**src/design/run_length_sequence_store_macros.svh**
```systemverilog
// Assertion macros for the run-length sequence store.
// Used by the top level only; no other dependencies.
`ifndef RUN_LENGTH_SEQUENCE_STORE_MACROS_SVH
`define RUN_LENGTH_SEQUENCE_STORE_MACROS_SVH
// Check that a condition implies another in the same cycle.
`define RLS_ASSERT_IMPL(lbl, clk, rst_n, cond, prop) \
    lbl: assert property (@(posedge clk) disable iff (!rst_n) (cond) |-> (prop)) \
        else $error("assertion failed");
// Check that a condition implies another in the next cycle.
`define RLS_ASSERT_NEXT(lbl, clk, rst_n, cond, prop) \
    lbl: assert property (@(posedge clk) disable iff (!rst_n) (cond) |=> (prop)) \
        else $error("assertion failed");
`endif

```
**src/design/rls_pkg.sv**
```systemverilog
// Shared types and codes for the run-length sequence store.
// No dependencies.
`default_nettype none
package rls_pkg;
    localparam logic [1:0] ACT_APPEND = 2'd0;
    localparam logic [1:0] ACT_GET    = 2'd1;
    localparam logic [1:0] ACT_REMOVE = 2'd2;
    localparam logic [1:0] ST_OK      = 2'd0;
    localparam logic [1:0] ST_RANGE   = 2'd1;
    localparam logic [1:0] ST_FULL    = 2'd2;
    localparam int LEN_BITS = 16;
    localparam logic [LEN_BITS-1:0] LENGTH_LIMIT = 16'hFFFF;

    typedef enum logic [1:0] {
        OP_HOLD,
        OP_INC,
        OP_DEC,
        OP_SHIFT
    } cell_op_e_t;

    // Per-operation command broadcast to every cell.
    typedef struct packed {
        cell_op_e_t op;
        logic [7:0] letter;
    } cell_cmd_t;

    typedef enum logic [1:0] {
        S_IDLE,
        S_EXEC,
        S_OUT
    } state_t;
endpackage
`default_nettype wire

```
**src/design/rls_cell.sv**
```systemverilog
// One run slot of the chain: letter, count and end position, with neighbor links.
// Depends on rls_pkg.
`default_nettype none
module rls_cell
    import rls_pkg::*;
#(
    parameter int COUNT_BITS = 16
) (
    input  wire logic                  aclk,
    input  wire cell_cmd_t             cmd,
    input  wire logic                  sel,       // this slot is the target
    input  wire logic                  after,     // slot lies past the target
    input  wire logic                  load_new,  // open a new run here
    input  wire logic                  merge_add, // absorb count from two ahead
    input  wire logic [LEN_BITS-1:0]   new_end,   // end position of a new run
    input  wire logic [7:0]            nb_letter, // from slot i+1
    input  wire logic [COUNT_BITS-1:0] nb_count,
    input  wire logic [LEN_BITS-1:0]   nb_end,
    input  wire logic [7:0]            nb2_letter, // from slot i+2
    input  wire logic [COUNT_BITS-1:0] nb2_count,
    input  wire logic [LEN_BITS-1:0]   nb2_end,
    input  wire logic                  shift2,    // shift by two slots
    output logic [7:0]                 letter,
    output logic [COUNT_BITS-1:0]      count,
    output logic [LEN_BITS-1:0]        run_end
);
    logic [7:0]            letter_reg, letter_next;
    logic [COUNT_BITS-1:0] count_reg, count_next;
    logic [LEN_BITS-1:0]   end_reg, end_next;

    // Pick the slot update for this command.
    always_comb begin
        letter_next = letter_reg;
        count_next  = count_reg;
        end_next    = end_reg;
        if (load_new) begin
            letter_next = cmd.letter;
            count_next  = COUNT_BITS'(1);
            end_next    = new_end;
        end else if (merge_add) begin
            count_next = count_reg + nb_count;
            end_next   = nb2_end - LEN_BITS'(1);
        end else if (sel && cmd.op == OP_INC) begin
            count_next = count_reg + COUNT_BITS'(1);
            end_next   = end_reg + LEN_BITS'(1);
        end else if (sel && cmd.op == OP_DEC) begin
            count_next = count_reg - COUNT_BITS'(1);
            end_next   = end_reg - LEN_BITS'(1);
        end else if (after && cmd.op == OP_DEC) begin
            end_next = end_reg - LEN_BITS'(1);
        end else if ((after || sel) && cmd.op == OP_SHIFT) begin
            letter_next = shift2 ? nb2_letter : nb_letter;
            count_next  = shift2 ? nb2_count : nb_count;
            end_next    = (shift2 ? nb2_end : nb_end) - LEN_BITS'(1);
        end
    end

    always_ff @(posedge aclk) begin
        letter_reg <= letter_next;
        count_reg  <= count_next;
        end_reg    <= end_next;
    end

    assign letter  = letter_reg;
    assign count   = count_reg;
    assign run_end = end_reg;
endmodule
`default_nettype wire

```
**config.mk**
```make
export PLATFORM = sky130hd
export DESIGN_NAME = rls_cell
export DESIGN_NICKNAME = d
export VERILOG_FILES = /design/src/design/run_length_sequence_store_macros.svh /design/src/design/rls_pkg.sv /design/src/design/rls_cell.sv
export SDC_FILE = /design/constraint.sdc
export NUM_CORES = 1
export LEC_CHECK = 0
export ABC_CLOCK_PERIOD_IN_PS = 6140
export CAP_MARGIN = 20
export CORE_ASPECT_RATIO = 1.5
export CORE_MARGIN = 2
export CORE_UTILIZATION = 28
export DETAILED_ROUTE_END_ITERATION = 7
export DONT_BUFFER_PORTS = 1
export SLEW_MARGIN = 10
export SYNTH_ARGS = -nofsm -noshare
export SYNTH_HDL_FRONTEND = slang
export SYNTH_SLANG_ARGS = --single-unit
```
**constraint.sdc**
```tcl
create_clock -name aclk -period 6.14 [get_ports aclk]
set_clock_uncertainty 0.05 [all_clocks]
set_input_delay 1.228 -clock aclk [delete_from_list [all_inputs] [get_ports aclk]]
set_output_delay 1.228 -clock aclk [all_outputs]
set_load 0.01 [all_outputs]
```
After elaboration in Yosys (flattened, before gate mapping)
Index checks and enable logic that the tools add are counted.
{"block": "op_classes", "eq_ne": 8, "n_mux": 20, "add_sub_neg": 7, "reduce_logical": 10}
{"operator": "$mux W16", "n": 13}
{"operator": "$sub A16 B1 Y16 const B", "n": 4}
{"operator": "$mux W8", "n": 7}
{"operator": "$add A16 B1 Y16 const B", "n": 2}
{"operator": "$add A16 B16 Y16", "n": 1}
{"operator": "$ne A2 B2 Y1 const B", "n": 4}
{"operator": "$reduce_bool A6 Y1", "n": 1}
{"operator": "$reduce_and A5 Y1", "n": 1}
{"operator": "$eq A2 B2 Y1 const B", "n": 2}
{"operator": "$logic_and A1 B1 Y1", "n": 4}
{"operator": "$ne A4 B4 Y1 const B", "n": 1}
{"operator": "$reduce_bool A4 Y1", "n": 1}
{"operator": "$eq A2 B1 Y1 const B", "n": 1}
{"operator": "$reduce_and A2 Y1", "n": 1}
{"operator": "$reduce_bool A2 Y1", "n": 1}
{"operator": "$logic_or A1 B1 Y1", "n": 1}
{"block": "word_totals", "reg_bits": 40, "inputBits": 112, "output_inout_bits": 40}

Logic depth before layout (Yosys ltp)
Gate-level depths: netlist (run 1).
{"block": "depth", "ltp_word": 8, "mapped_depth": 12, "depth_no_buf": 9}

Worst setup path before layout (run 1)
No wires, ideal clock.
{"block": "synth_timing", "kind": "input to register", "start": "input shift2", "end": "register end_reg[12], in the netlist run_end[12], data pin", "n_path_buf": 5, "setup_time_ps": 254, "setup_slack_ps": 1838, "path_stages": 12, "arrival_ps": 3998, "cell_sequence": "buf_6 -> clkbuf_8 -> buf_2 -> buf_1 -> buf_1 -> mux2i_1 -> ha_1 -> o221ai_1 -> nor4b_1 -> xor2_1 -> a21oi_1 -> a21o_1"}
{"block": "synth_between", "elab_chain_cells": 8}
{"element": "start: declaration", "line_no": "rls_cell.sv:22", "rtl": "input wire logic shift2,"}
{"element": "$mux W16", "line_no": "rls_cell.sv:54", "rtl": "end_next = (shift2 ? nb2_end : nb_end) - LEN_BITS'(1);"}
{"element": "$sub A16 B1 Y16", "line_no": "rls_cell.sv:54"}
{"element": "$mux W16", "line_no": "rls_cell.sv:51", "rtl": "end else if ((after || sel) && cmd.op == OP_SHIFT) begin"}
{"element": "$mux W16", "line_no": "rls_cell.sv:49", "rtl": "end else if (after && cmd.op == OP_DEC) begin"}
{"element": "$mux W16", "line_no": "rls_cell.sv:46", "rtl": "end else if (sel && cmd.op == OP_DEC) begin"}
{"element": "$mux W16", "line_no": "rls_cell.sv:43", "rtl": "end else if (sel && cmd.op == OP_INC) begin"}
{"element": "$mux W16", "line_no": "rls_cell.sv:40", "rtl": "end else if (merge_add) begin"}
{"element": "$mux W16", "line_no": "rls_cell.sv:36", "rtl": "if (load_new) begin"}
{"element": "named net end_next[12]", "line_no": "rls_cell.sv:29", "rtl": "logic [LEN_BITS-1:0] end_reg, end_next;"}
{"element": "end signal: assignment", "line_no": "rls_cell.sv:61", "rtl": "end_reg <= end_next;"}
{"element": "end: declaration", "line_no": "rls_cell.sv:29"}
The timed path passes the listed nets, and every way through them passes these cells. The select of a mux whose other input is x is not followed.
A chain may end at the register's enable or synchronous reset.

Worst setup path after layout (run 1)
{"block": "layout_timing", "start": "input nb2_end[2]", "end": "register end_reg[9], in the netlist run_end[9], data pin"}
{"block": "layout_between", "elab_chain_cells": 8, "word_cells_on_any_way": 9, "classes_between": "add/sub (2); mux (7)"}
{"element": "start: declaration", "line_no": "rls_cell.sv:21", "rtl": "input wire logic [LEN_BITS-1:0] nb2_end,"}
{"element": "$mux W16", "line_no": "rls_cell.sv:54"}
{"element": "$sub A16 B1 Y16", "line_no": "rls_cell.sv:54"}
{"element": "$mux W16", "line_no": "rls_cell.sv:51"}
{"element": "$mux W16", "line_no": "rls_cell.sv:49"}
{"element": "$mux W16", "line_no": "rls_cell.sv:46"}
{"element": "$mux W16", "line_no": "rls_cell.sv:43"}
{"element": "$mux W16 (*)", "line_no": "rls_cell.sv:40"}
{"element": "$mux W16 (*)", "line_no": "rls_cell.sv:36"}
{"element": "named net end_next[9]", "line_no": "rls_cell.sv:29"}
Mark *: on every way through the listed nets, which the timed path passes. The rest lies on a longest branch. The select of a mux whose other input is x is not followed.

==> results of run 1 <==
## placed cells by master, fill, tap and decap left out, drive strengths merged, types with 19 or more instances in the layout
master / Yosys / routed
xnor2: 26 / 26
inv: 19 / 19
mux2i: 36 / 36
ha: 21 / 21
nor2: 52 / 52
a21oi: 39 / 39
nand3: 28 / 28
nand2: 60 / 60
nor3: 28 / 28
xor2: 28 / 28
edfxtp: 24 / 24
o21ai: 43 / 43
## Yosys cell counts (all sizes together) (9+ instances only)
cell,count
nand3,28
xnor2,26
or4,9
a21oi,39
buf,11
o21ai,43
dfxtp,16
and3,14
a21o,9
xor2,28
edfxtp,24
nor4,11
o31ai,9
a221o,10
a31oi,11
ha,21
nor2,52
mux2i,36
or3,11
inv,19
nand2,60
a211oi,14
o211ai,12
clkbuf,43
nor3,28
## cell type report
| cell class | count | area [um2] | share of cell area [%] |
|---|---|---|---|
| well taps | 256 | 320.3 | 5.612 |
| repair buffers | 7 | 52.55 | 0.9206 |
| inverters | 19 | 71.32 | 1.249 |
| clock buffers | 6 | 150.1 | 2.630 |
| diodes | 2 | 5.005 | 0.08768 |
| flip-flops and latches | 40 | 1041 | 18.24 |
| multi-input cells | 597 | 4055 | 71.04 |
| clock inverters | 2 | 12.51 | 0.2192 |
## worst min-delay path by stage
stage,slack [ns],end,startpoint
after floorplan,0.51,count[1]$_SDFFE_PP0P_,count[1]$_SDFFE_PP0P_
after global placement,0.57,count[1]$_SDFFE_PP0P_,count[1]$_SDFFE_PP0P_
after detailed placement,0.58,count[1]$_SDFFE_PP0P_,count[1]$_SDFFE_PP0P_
after CTS,0.59,count[1]$_SDFFE_PP0P_,count[1]$_SDFFE_PP0P_
after global routing,0.62,count[1]$_SDFFE_PP0P_,count[1]$_SDFFE_PP0P_
final,0.58,count[1]$_SDFFE_PP0P_,count[1]$_SDFFE_PP0P_
## power groups by stage
stage / combinational (mW) / sequential (mW) / clock (mW)
2_1_floorplan: 0.359 / 0.380 / 0
3_3_place_gp: 0.383 / 0.433 / 0
3_5_place_dp: 0.386 / 0.433 / 0
4_1_cts: 0.389 / 0.428 / 0.304
5_1_grt: 0.439 / 0.437 / 0.313
6_report: 0.389 / 0.428 / 0.299
## kinds of logic (layout without fill, tap and decap cells)
| kind of cell | count (synthesis) | count (layout) | synth area share (%) |
|---|---|---|---|
| XOR/XNOR | 54 | 54 | 8.702 |
| other | 0 | 2 | 0 |
| AND/OR/NAND/NOR | 264 | 264 | 25.35 |
| flip-flops | 40 | 40 | 19.15 |
| multiplexers | 42 | 42 | 7.873 |
| AO/OA/AOI/OAI | 215 | 215 | 27.49 |
| buffers and inverters | 73 | 34 | 6.238 |
| adder cells (fa/ha/maj) | 22 | 22 | 5.203 |
## metal layers
metal	share of wire (%)	up-vias
li1	-	2643
met1	36	2620
met2	54	201
met3	5.6	58
met4	4.3	0
met5	0	-
## metrics by stage
stage	instances	utilization [%]	hold WS [ns]	setup slack (ns)	instance area [um2]
after detailed placement	919	29.03	0.5765	2.307	5540
final	929	29.91	0.5796	2.592	5708
after CTS	927	29.88	0.5863	2.612	5703
after global placement	919	29.03	0.5708	2.265	5540
after global routing	929	29.91	0.6208	2.339	5708
after floorplan	710	-	0.5139	1.838	5435
## critical path, cell delays in order
cell and delay, ns:
or4b_1 0.57, a222oi_1 1.04, nand2_1 0.17, xnor2_1 0.17
a311oi_1 0.26, a21oi_1 0.10
==> metrics list, run 1 <==
* Met2 layer usage reported by global route: 36.05%
- After legalization and detailed placement, the total HPWL measured 15710 um.
- The detailed router finished its first iteration with 379 violations.
- Number of antenna violations at the first check in global routing: 2
- In this run the critical register-to-register path is launched from count[0]$_SDFFE_PP1P_.
* Total congestion overflow: 0
- Share of the cycle needed by the critical path after routing: 57.79%
- Sort of element at the start of the critical path: input port
- Final antenna-violating net count: 0
* Class of the worst hold path: reg2reg
* Num ports: 152
* Seq/Total Area, Yosys: 19.15%
* Total of endpoints with negative setup slack in the final report: 0
- In this run, the combinational gates consume 34.9% of the power.
- For this run, global-route usage on met3 was measured as 3.721%.
- The number of global-route vias before repair is 5528.
- TritonCTS built the clock tree.
- For flop-to-flop paths, the worst setup slack is 3.23 ns.
* Crit. Startpoint: nb2_end[2]
- Routed via count divided by cell count: 5.944
- The synthesized design devotes to its leading area cell type 13.26% of total area.
- Worst relative slew slack: 21.60%
- Post-CTS resize count: 0
- Arrival time worst endpoint: 3.54 ns
- Buffer levels on the longest clock path: 2
- Effective utilization at floorplan: 28.48%
- Layer with the highest usage: met2
- Net count reported at finish: 804
- Iteration count of the initial detailed-routing pass: 5
* Final critical-path required period: 3.548 ns
- Of all cell types, the one taking the most synthesized area is edfxtp_1.
- Clock-pin slew was measured on the worst setup and hold paths at 0.07 ns.
- Syn. warnings: 0
* Site Rows: 62
- Worst ir drop on vdd: 0.00008772 V
- Derived from the worst setup path, the maximum achievable clock frequency is 281.8 MHz.
* Switching Fraction: 39.24%
- Wire length per cell: 21.92 um
- Root buffer selected by CTS: clkbuf_16
* Overall track demand over capacity in global routing: 19.42%
- In this run the power density over the cells is 195.3 nW/um2.
* Setup TNS: 0 ns
- The worst hold path was traced through 2 stages.
* Worst reg2reg endpoint: count[14]$_SDFFE_PP0P_
* Sequential share of power: 38.3%
* Cell internal pwr: 677.5 uW
- Setup repair after global routing left no endpoint under its margin.
- Overall die height: 174.6 um
* Clk_lat worst skew: 0.29 ns
* Met1 GRT Util: 20.56%
* Slew @ Worst Pin: 1.176 ns
- Entering global routing, the biggest net connects 61 pins.
- Max-cap violations in this run came to 0.
- Level count of the clock H-tree: 2
- In the synthesized netlist the async set-or-reset flop fraction comes to 0%.
- The critical path is of the in2reg type.
- Synthesis inferred 40 register bits.
- After detailed routing, the number of remaining DRC violations is 0.
- Inserted Clock Buffers: 5
- First-pass GRT wire length: 31600 um
* Total power draw: 1.115 mW
- Capturing element of the worst setup path: run_end[9]$_DFFE_PP_
- The max-slew violation count came to 0.
* Dominant register cell in the synthesized netlist: edfxtp_1
- The analysis attributes to net switching a power of 437.5 uW.
- The floorplan step set the die width to 117.8 um.
- Critical Path Sink Type: flip-flop
- Reg2reg path depth: 9
- Proportion of layout cells with a drive suffix above 1: 4.620%
* Main area contributors after synthesis: edfxtp_1, mux2i_1, dfxtp_1, ha_1, xor2_1
* CTS sink count: 40
- Final wirelength: 20370 um
- A synthesized cell averages 7.655 um2.
* Data required time of the worst path: 6.13 ns
* Post-synth EDFFs: 24
- Post-CTS setup buffers: 0
- Clock network power share: 26.8%
- Total of buffers placed on input and output ports: 0
- Std-Cell Core Area: 19080 um2
- Synthesis produced 710 cells.
* Filler instances: 2141
- Post-synth cell types: 78
* RePlAce Congestion: 0.8955
- In this run, post-CTS hold repair placed 0 buffers.
- Result of the run: complete, no violations
- P&R area growth vs syn: 5.018%
* Peak fanout along the critical path: 7
- The final hold violation count was 0.
* Via count of the routed design: 5522
- Static power due to leakage: 2.015 nW
- The number of nets in the synthesized netlist is 844.
* Netlist area before placement: 5435 um2
* Area enclosed by the die boundary: 20570 um2
(Power assumes the default switching activity.)
==> inputs of run 2 (changes only) <==
Settings changed: ABC_AREA set to 1, ABC_CLOCK_PERIOD_IN_PS 6140 to 3400.
Clock period 6.14 ns to 3.4 ns, I/O delays scaled along.
==> run 2 against run 1 <==
  * Power grew 84%
  * Sequential cell count stayed put
  * Hold slack got worse by 0.14 ns
  * Final area grew 8.9%
==> metrics list, run 2 <==
- Critical Path Sink Type: flip-flop
- Largest net degree at the start of global routing: 51 (-16%)
* CTS sink count: 40 (unchanged)
* Async SR Flop Fraction: 0% (unchanged)
- Post-CTS resize count: 0 (unchanged)
- Synthesized netlist net count: 1210 (+43%)
* Most numerous cell in the Yosys netlist: nand2_1
- Arrival time worst endpoint: 2.42 ns (-1.12 ns)
- The sequential share of power is 35.9% (-2.4 points).
* Total stage count of the critical path: 13 (+7)
* Combinational family with the most area after synthesis: simple AND/OR/NAND/NOR gates
* Seq/Total Area, Yosys: 17.76% (-1.4 points)
* Worst relative slew slack: 55.02% (+33 points)
* Total of buffers placed on input and output ports: 0 (unchanged)
- Overall die height: 181.2 um (+3.8%)
- Tracing the worst setup path back leads to its startpoint at count[0]$_SDFFE_PP1P_.
- In this run the worst setup path terminates at count[14]$_SDFFE_PP0P_.
* Final cell count without fillers: 1317 (+42%)
* Register bit count reported by yosys: 40 (unchanged)
* Final standard cell area without fillers: 6217 um2 (+8.9%)
* Worst-case setup slack after placement: 0.8979 ns (-1.410 ns)
- In this run the critical register-to-register path is launched from count[0]$_SDFFE_PP1P_.
- Result of the run: complete, no violations
- Vias in the first global route: 6832 (+24%)
- The initial standard-cell utilization of the core is 28.59% (+0.11 points).
* Num ports: 152 (unchanged)
- Leaving out fill and tap cells, the most frequent cell in the layout is nand2_1.
- The detailed-route wire length per cell is 19.16 um (-13%).
- Setup TNS: 0 ns (unchanged)
* Compound-Gate Fraction of Synth Area: 16.35% (-11 points)
* Number of hold-slack violations in the final timing report: 0 (unchanged)
- Max incr delay on CP: 0.52 ns (-0.52 ns)
- The remaining global-route overflow is 0 (unchanged).
- Post-CTS setup buffers: 0 (unchanged)
- The per-cell via count in the routed design came to 5.378 (-9.5%).
- Most frequent cells in the layout: nand2_1, nor2_1, nand3_1, inv_1, a21oi_1
- Level count of the clock H-tree: 2 (unchanged)
- Switching Fraction: 45.08% (+5.8 points)
* Post-synth cell types: 43 (-45%)
* Via count of the routed design: 7083 (+28%)
- Ranked by instance count, the synthesized netlist is headed by nand2_1, nor2_1, inv_1, nand3_1, a21oi_1.
* Net switching power: 923.3 uW (+110%)
- Maximum clock frequency: 431.8 MHz
* Site Rows: 64 (+3.2%)
- Worst path slowest cell: dfxtp_1
- RSZ-0062 raised after global routing: no
- Post-synthesis mux area share: 0% (-7.9 points)
* Combined buffer and inverter count along the critical path: 2 (+2)
* Number of antenna violations at the first check in global routing: 1 (-1)
- Residual DRC: 0 (unchanged)
* Share of power burned in combinational logic: 39.8% (+4.9 points)
- Worst ir drop on vdd: 0.0001800 V (+110%)
- Overall track demand over capacity in global routing: 22.12% (+2.7 points)
- In the post-synthesis netlist, the biggest area contributors are nand2_1, edfxtp_1, nand3_1, nor2_1, inv_1.
- Largest area contributor in the netlist: nand2_1
- The internal power summed over all cells is 1.125 mW (+66%).
- Max-slew violation total from the final report: 0 (unchanged)
- Simple-Gate Fraction of Synth Area: 46.52% (+21 points)
* Core utilization of the finished layout: 30.33% (+0.42 points)
* Inserted Clock Buffers: 5 (unchanged)
* Slew @ Worst Pin: 0.6740 ns (-0.5021 ns)
* Hold buffers post-CTS: 0 (unchanged)
- The count of maximum capacitance violations was 0 (unchanged).
- The signal on the critical path passes through ha_1 -> inv_1 -> fa_1 -> inv_1 -> nand3_1 -> nand2_1 -> nand3_1 -> nand2_1 -> nand2_1 -> nand3_1 -> nand3_1 -> nand2_1 -> a21oi_1.
- Dominant register cell in the synthesized netlist: edfxtp_1
- Filler instances: 2409 (+13%)
- The number of diodes is 0 (-2).
* Total placed cells including tap cells: 1309 (+42%)
* Area share of xor/xnor cells in the synthesized design: 3.437% (-5.3 points)
- Class of the worst hold path: in2reg
- The part of the total power dissipated in the clock network was 24.4% (-2.4 points).
- The area of the core came to 20500 um2 (+7.4%).
* Total of endpoints with negative setup slack in the final report: 0 (unchanged)
- Final wirelength: 25230 um (+24%)
* Final critical-path required period: 2.316 ns
- The clock-pin transition on the worst setup and hold timing paths is 0.06 ns (about the same).
- The final hold slack was 0.4392 ns (-0.1404 ns).
- Static power due to leakage: 2.900 nW (+44%)
- The post-synthesis instance area is 5861 um2 (+7.8%).
- Clock tree from TritonCTS: yes
* Post-synth EDFFs: 24 (unchanged)
* R2R Setup Slk: 1.08 ns (-2.15 ns)
- Buffer levels on the longest clock path: 2 (unchanged)
- RePlAce Congestion: 0.9908 (+11%)
* Iter 0 DRT Violations: 451 (+19%)
* Clk_lat worst skew: 0.29 ns (about the same)
- Sort of element at the start of the critical path: flip-flop
* Adder-cell area share of the yosys netlist: 4.825% (-0.38 points)
- The first-pass iteration count of the detailed router was 7 (+2).
- Final Worst Setup Slack: 1.084 ns (-1.508 ns)
- The horizontal die dimension is 122.1 um (+3.7%).
- The count of yosys warnings during synthesis came to 0 (unchanged).
- Synth top area share: 23.25% (+10 points)
- The tree is rooted in a clkbuf_16.
- From synthesis to final layout, the design area changed by 6.084%.
* First-pass GRT wire length: 37490 um (+19%)
- Dpl cell area: 6073 um2 (+9.6%)
- The estimated wirelength of the detail-placed design was 20210 um (+29%).
- Worst reg2reg endpoint: count[14]$_SDFFE_PP0P_
- The total power per unit cell area came to 329.4 nW/um2 (+69%).
- Post-synthesis average cell area: 5.447 um2 (-29%)
* Area enclosed by the die boundary: 22130 um2 (+7.6%)
- Cell count after synthesis: 1076 (+52%)
- The share of layout cells above drive strength 1 is 3.324% (-1.3 points).
* Total power draw: 2.048 mW (+84%)
* Critical path's top delay family: simple AND/OR/NAND/NOR gates
- Reg2reg path depth: 13 (+4)
* Final antenna-violating net count: 0 (unchanged)
- Of the available clock period, the critical path in the final layout requires 68.11%.
- The maximum fanout count along the critical path was 6 (-1).
- Data required time of the worst path: 3.51 ns (-2.62 ns)
* Net count reported at finish: 1186 (+48%)
* Crit path kind: reg2reg
==> run 2: changes by cell type after synthesis, sizes merged, moves of 12 or more <==
| cell | previous run | this run |
|---|---|---|
| nand2 | 60 | 364 |
| inv | 19 | 119 |
| a21oi | 39 | 64 |
| o21ai | 43 | 74 |
| a211oi | 14 | 1 |
| nor2 | 52 | 131 |
| and3 | 14 | 2 |
| clkbuf | 43 | 20 |
| mux2i | 36 | 0 |
| xnor2 | 26 | 2 |
| nand3 | 28 | 117 |
==> run 2: per-layer routing <==
layer  track usage, %  share of wire, %  up-vias
li1                 -                 -     3468
met1            21.46                34     3227
met2            41.77                54      297
met3            3.125               5.3       89
met4            15.31               7.4        2
met5                0             0.059        -
==> run 2: final cells by class <==
class / count / area (um2) / area share [%]
multi-input combinational: 873 / 4169 / 67.06
sequential: 40 / 1041 / 16.74
inverter: 122 / 457.9 / 7.366
tap: 264 / 330.3 / 5.313
clock buffer: 5 / 125.1 / 2.012
timing repair buffer: 10 / 75.07 / 1.207
clock inverter: 3 / 18.77 / 0.3019
==> run 2: power groups by stage <==
stage                     Sequential [mW]  Clock, mW  Combinational, mW
after floorplan                     0.678          0              0.644
after global placement              0.742          0              0.801
after detailed placement            0.745          0              0.803
after CTS                           0.734      0.504              0.808
after global routing                0.745      0.518              0.912
final                               0.735      0.499              0.814
==> run 2: worst min path at each step <==
| stage | from | endpoint | slack (ns) | cells past startpoint |
|---|---|---|---|---|
| 3_3_place_gp | count[12]$_SDFFE_PP0P_ | count[12]$_SDFFE_PP0P_ | 0.63 | 2 |
| 5_1_grt | load_new | count[13]$_SDFFE_PP0P_ | 0.42 | 1 |
| 4_1_cts | load_new | count[13]$_SDFFE_PP0P_ | 0.41 | 1 |
| 2_1_floorplan | count[13]$_SDFFE_PP0P_ | count[13]$_SDFFE_PP0P_ | 0.50 | 2 |
| 3_5_place_dp | count[12]$_SDFFE_PP0P_ | count[12]$_SDFFE_PP0P_ | 0.64 | 2 |
| 6_report | load_new | count[13]$_SDFFE_PP0P_ | 0.44 | 1 |
==> run 2: logic make-up after synthesis <==
family                     count (synthesis)
xor gates and xnor gates                  23
and+or+nand+nor                          653
buffers and inverters                    163
adders and majority gates                 22
AOI/OAI and AO/OA                        175
DFF                                       40
==> inputs of run 3 (changes only) <==
Settings changed: ABC_CLOCK_PERIOD_IN_PS 3400 to 2200.
Clock period 3.4 ns to 2.2 ns, I/O delays scaled along.
==> run 3 against run 2 <==
  * Critical path depth decreased by 4
  * Register-to-register slack got worse by 0.97 ns
  * Sequential cell count unchanged
  * Via count increased by 3.2%
  * First-iteration DRC count increased by 20%
  * Clock power increased by 98%
  * Die area unchanged
  * Final area increased by 7.9%
  * Hold slack got worse by 0.27 ns
  * Core utilization increased by 2.4 points
  * Setup slack got worse by 0.97 ns
  * Critical path type unchanged
  * Critical endpoint is now run_end[13]$_DFFE_PP_
==> metrics list, run 3 (synthesized netlist as in run 2, its figures left out) <==
- The run finished with clean final reports.
* Worst relative slew slack: 64.75% (+9.7 points)
- The vias after detailed routing came to 7307 (+3.2%).
* Root buffer selected by CTS: clkbuf_16
* RSZ-0062 raised after global routing: yes
- The number of design-rule violations left by the first detailed-router iteration came to 539 (+20%).
* CTS sink count: 40 (unchanged)
- RePlAce Congestion: 0.9975 (+0.68%)
- The number of buffers inserted by hold repair at cts is 0 (unchanged).
- The register-to-register setup slack was 0.11 ns (-0.97 ns).
- Inserted Clock Buffers: 5 (unchanged)
* Largest net degree at the start of global routing: 51 (unchanged)
- The total of endpoints with negative setup slack in the final report came to 0 (unchanged).
- The maximum clock path buffer count came to 2 (unchanged).
- First-pass GRT wire length: 38780 um (+3.4%)
- Worst reg2reg endpoint: run_end[13]$_DFFE_PP_
- Leading cell type in the layout, fill and taps excluded: nand2_1
* Final Worst Setup Slack: 0.1095 ns (-0.9746 ns)
- Class of the worst hold path: in2reg
- Iteration count of the initial detailed-routing pass: 6 (-1)
- The horizontal die dimension came to 122.1 um (unchanged).
* Effective utilization at floorplan: 28.59% (unchanged)
- Site Rows: 64 (unchanged)
* Level count of the clock H-tree: 2 (unchanged)
- The detailed-route wire length per cell was 18.76 um (-2.1%).
- For hold timing, the worst endpoint is count[12]$_SDFFE_PP0P_.
- The chip height is 181.2 um (unchanged).
- Final critical-path required period: 2.090 ns (-0.2254 ns)
* Slew @ Worst Pin: 0.5233 ns (-0.1507 ns)
* Max Cap Violations: 0 (unchanged)
* Max-slew violation total from the final report: 0 (unchanged)
- The highest achievable clock rate is 478.4 MHz (+11%).
- The area growth from synthesis to layout is 14.52%.
* Proportion of layout cells with a drive suffix above 1: 8.935% (+5.6 points)
* Worst Hold Path Cells: 1 (unchanged)
- The global router's overall resource usage was 22.99% (+0.88 points).
- The worst setup path is captured at a flip-flop.
* Num ports: 152 (unchanged)
- Final cell count without fillers: 1373 (+4.3%)
- Clk_lat worst skew: 0.30 ns (about the same)
- The antenna violation net count after detailed routing was 0 (unchanged).
- Static power due to leakage: 3.207 nW (+11%)
- Clk slew on worst S/H paths: 0.07 ns (about the same)
* Total congestion overflow: 0 (unchanged)
- Data required time of the worst path: 2.21 ns (-1.30 ns)
- The worst vdd rail ir drop is 0.0003738 V (+110%).
* Crit path kind: reg2reg
- The area of the core was 20500 um2 (unchanged).
* Routed via count divided by cell count: 5.322 (-1.0%)
- The estimated wirelength of the detail-placed design is 20900 um (+3.4%).
- Number of antenna violations at the first check in global routing: 2 (+1)
- Most frequent cells in the layout: nand2_1, nor2_1, nand3_1, inv_1
- The area of the die was 22130 um2 (unchanged).
* Total placed cells including tap cells: 1362 (+4.0%)
* Peak fanout along the critical path: 7 (+1)
* Sort of element at the start of the critical path: flip-flop
* Total of buffers placed on input and output ports: 0 (unchanged)
* Arrival time worst endpoint: 2.10 ns (-0.32 ns)
- Pwr per Cell Area: 525.3 nW/um2 (+59%)
- The final hold slack was 0.1675 ns (-0.2718 ns).
* Reg2reg path depth: 9 (-4)
- TritonCTS built the clock tree.
- The startpoint identified for the worst register-to-register timing path is run_end[2]$_DFFE_PP_.
- The final critical-path share of the clock period is 95.02% (+27 points).
- The final hold violation count was 0 (unchanged).
* Vias in the first global route: 7066 (+3.4%)
* Final wirelength: 25760 um (+2.1%)
- Hold_sp: load_new
- Residual DRC: 0 (unchanged)
- The final layout net count is 1241 (+4.6%).
- Worst-case setup slack after placement: -0.02718 ns (-0.9251 ns)
run 3: cell types whose count changed in the layout (fill, tap and decap cells not counted), moves of 2 or more:
| cell | previous run | this run |
|---|---|---|
| buf_4 | 10 | 64 |
| bufinv_16 | 0 | 2 |
| clkinvlp_4 | 2 | 0 |
| nor2_2 | 7 | 11 |
| nor2_1 | 124 | 120 |
| dfxtp_1 | 16 | 13 |
| dfxtp_2 | 0 | 3 |
run 3: how the worst max path moves through the flow:
stage | startpoint | endpoint | slack, ns | cells after the start
floorplan | cmd[8] | letter[0]$_DFFE_PP_ | 0.21 | 4
global placement | nb2_end[0] | run_end[14]$_DFFE_PP_ | -0.05 | 10
detailed placement | nb2_end[0] | run_end[14]$_DFFE_PP_ | -0.03 | 10
CTS | count[1]$_SDFFE_PP0P_ | count[14]$_SDFFE_PP0P_ | 0.11 | 13
global route | run_end[3]$_DFFE_PP_ | run_end[11]$_DFFE_PP_ | -0.05 | 9
finish | run_end[2]$_DFFE_PP_ | run_end[13]$_DFFE_PP_ | 0.11 | 9
run 3: cell type report:
class                      count  area (um2)
fill                        2401       13790
multi-input combinational    873        4187
sequential                    40        1045
timing repair buffer          65       500.5
inverter                     122       457.9
tap                          264       330.3
clock buffer                   6       128.9
clock inverter                 2       60.06
antenna                        1       2.502
run 3: layer usage:
layer	wire, um	vias up	share of wire (%)	GRT usage, %
li1	-	3587	-	-
met1	8632	3333	34	22.53
met2	13980	302	54	44.45
met3	1416	83	5.5	3.030
met4	1722	2	6.7	13.61
met5	12	-	0.047	0
run 3: worst max-delay path: stages (launching register included):
cell and delay (ns):
edfxtp_1 0.54, nand3_1 0.24, nor3_2 0.22, nand2_1 0.15, nor2_2 0.21, a21oi_1 0.10, o21ai_1 0.16, inv_1 0.07
nand2_1 0.06, nand2_1 0.04
run 3: repair_timing:
| item | in CTS | in global routing |
|---|---|---|
| setup buffers | 0 | 2 |
| gates resized for setup | 0 | 9 |
| endpoints found under the setup margin | 0 | 10 |
run 3: stage by stage:
| stage | utilization (%) | power, mW | cell area [um2] | setup TNS, ns |
|---|---|---|---|---|
| global placement | 31.63 | 2.518 | 6484 | -0.04754 |
| finish | 32.74 | 3.526 | 6711 | 0 |
| detailed placement | 31.63 | 2.519 | 6484 | -0.02718 |
| floorplan | - | 2.042 | 5861 | 0 |
| CTS | 32.55 | 3.527 | 6673 | 0 |
| global route | 32.74 | 3.764 | 6711 | -0.1216 |
run 3: power by group:
group / leakage (nW) / switching (mW) / internal, mW / total (mW)
Combinational: 2.74 / 0.965 / 0.539 / 1.50
Sequential: 0.381 / 0.130 / 0.902 / 1.03
Clock: 0.0911 / 0.338 / 0.652 / 0.990
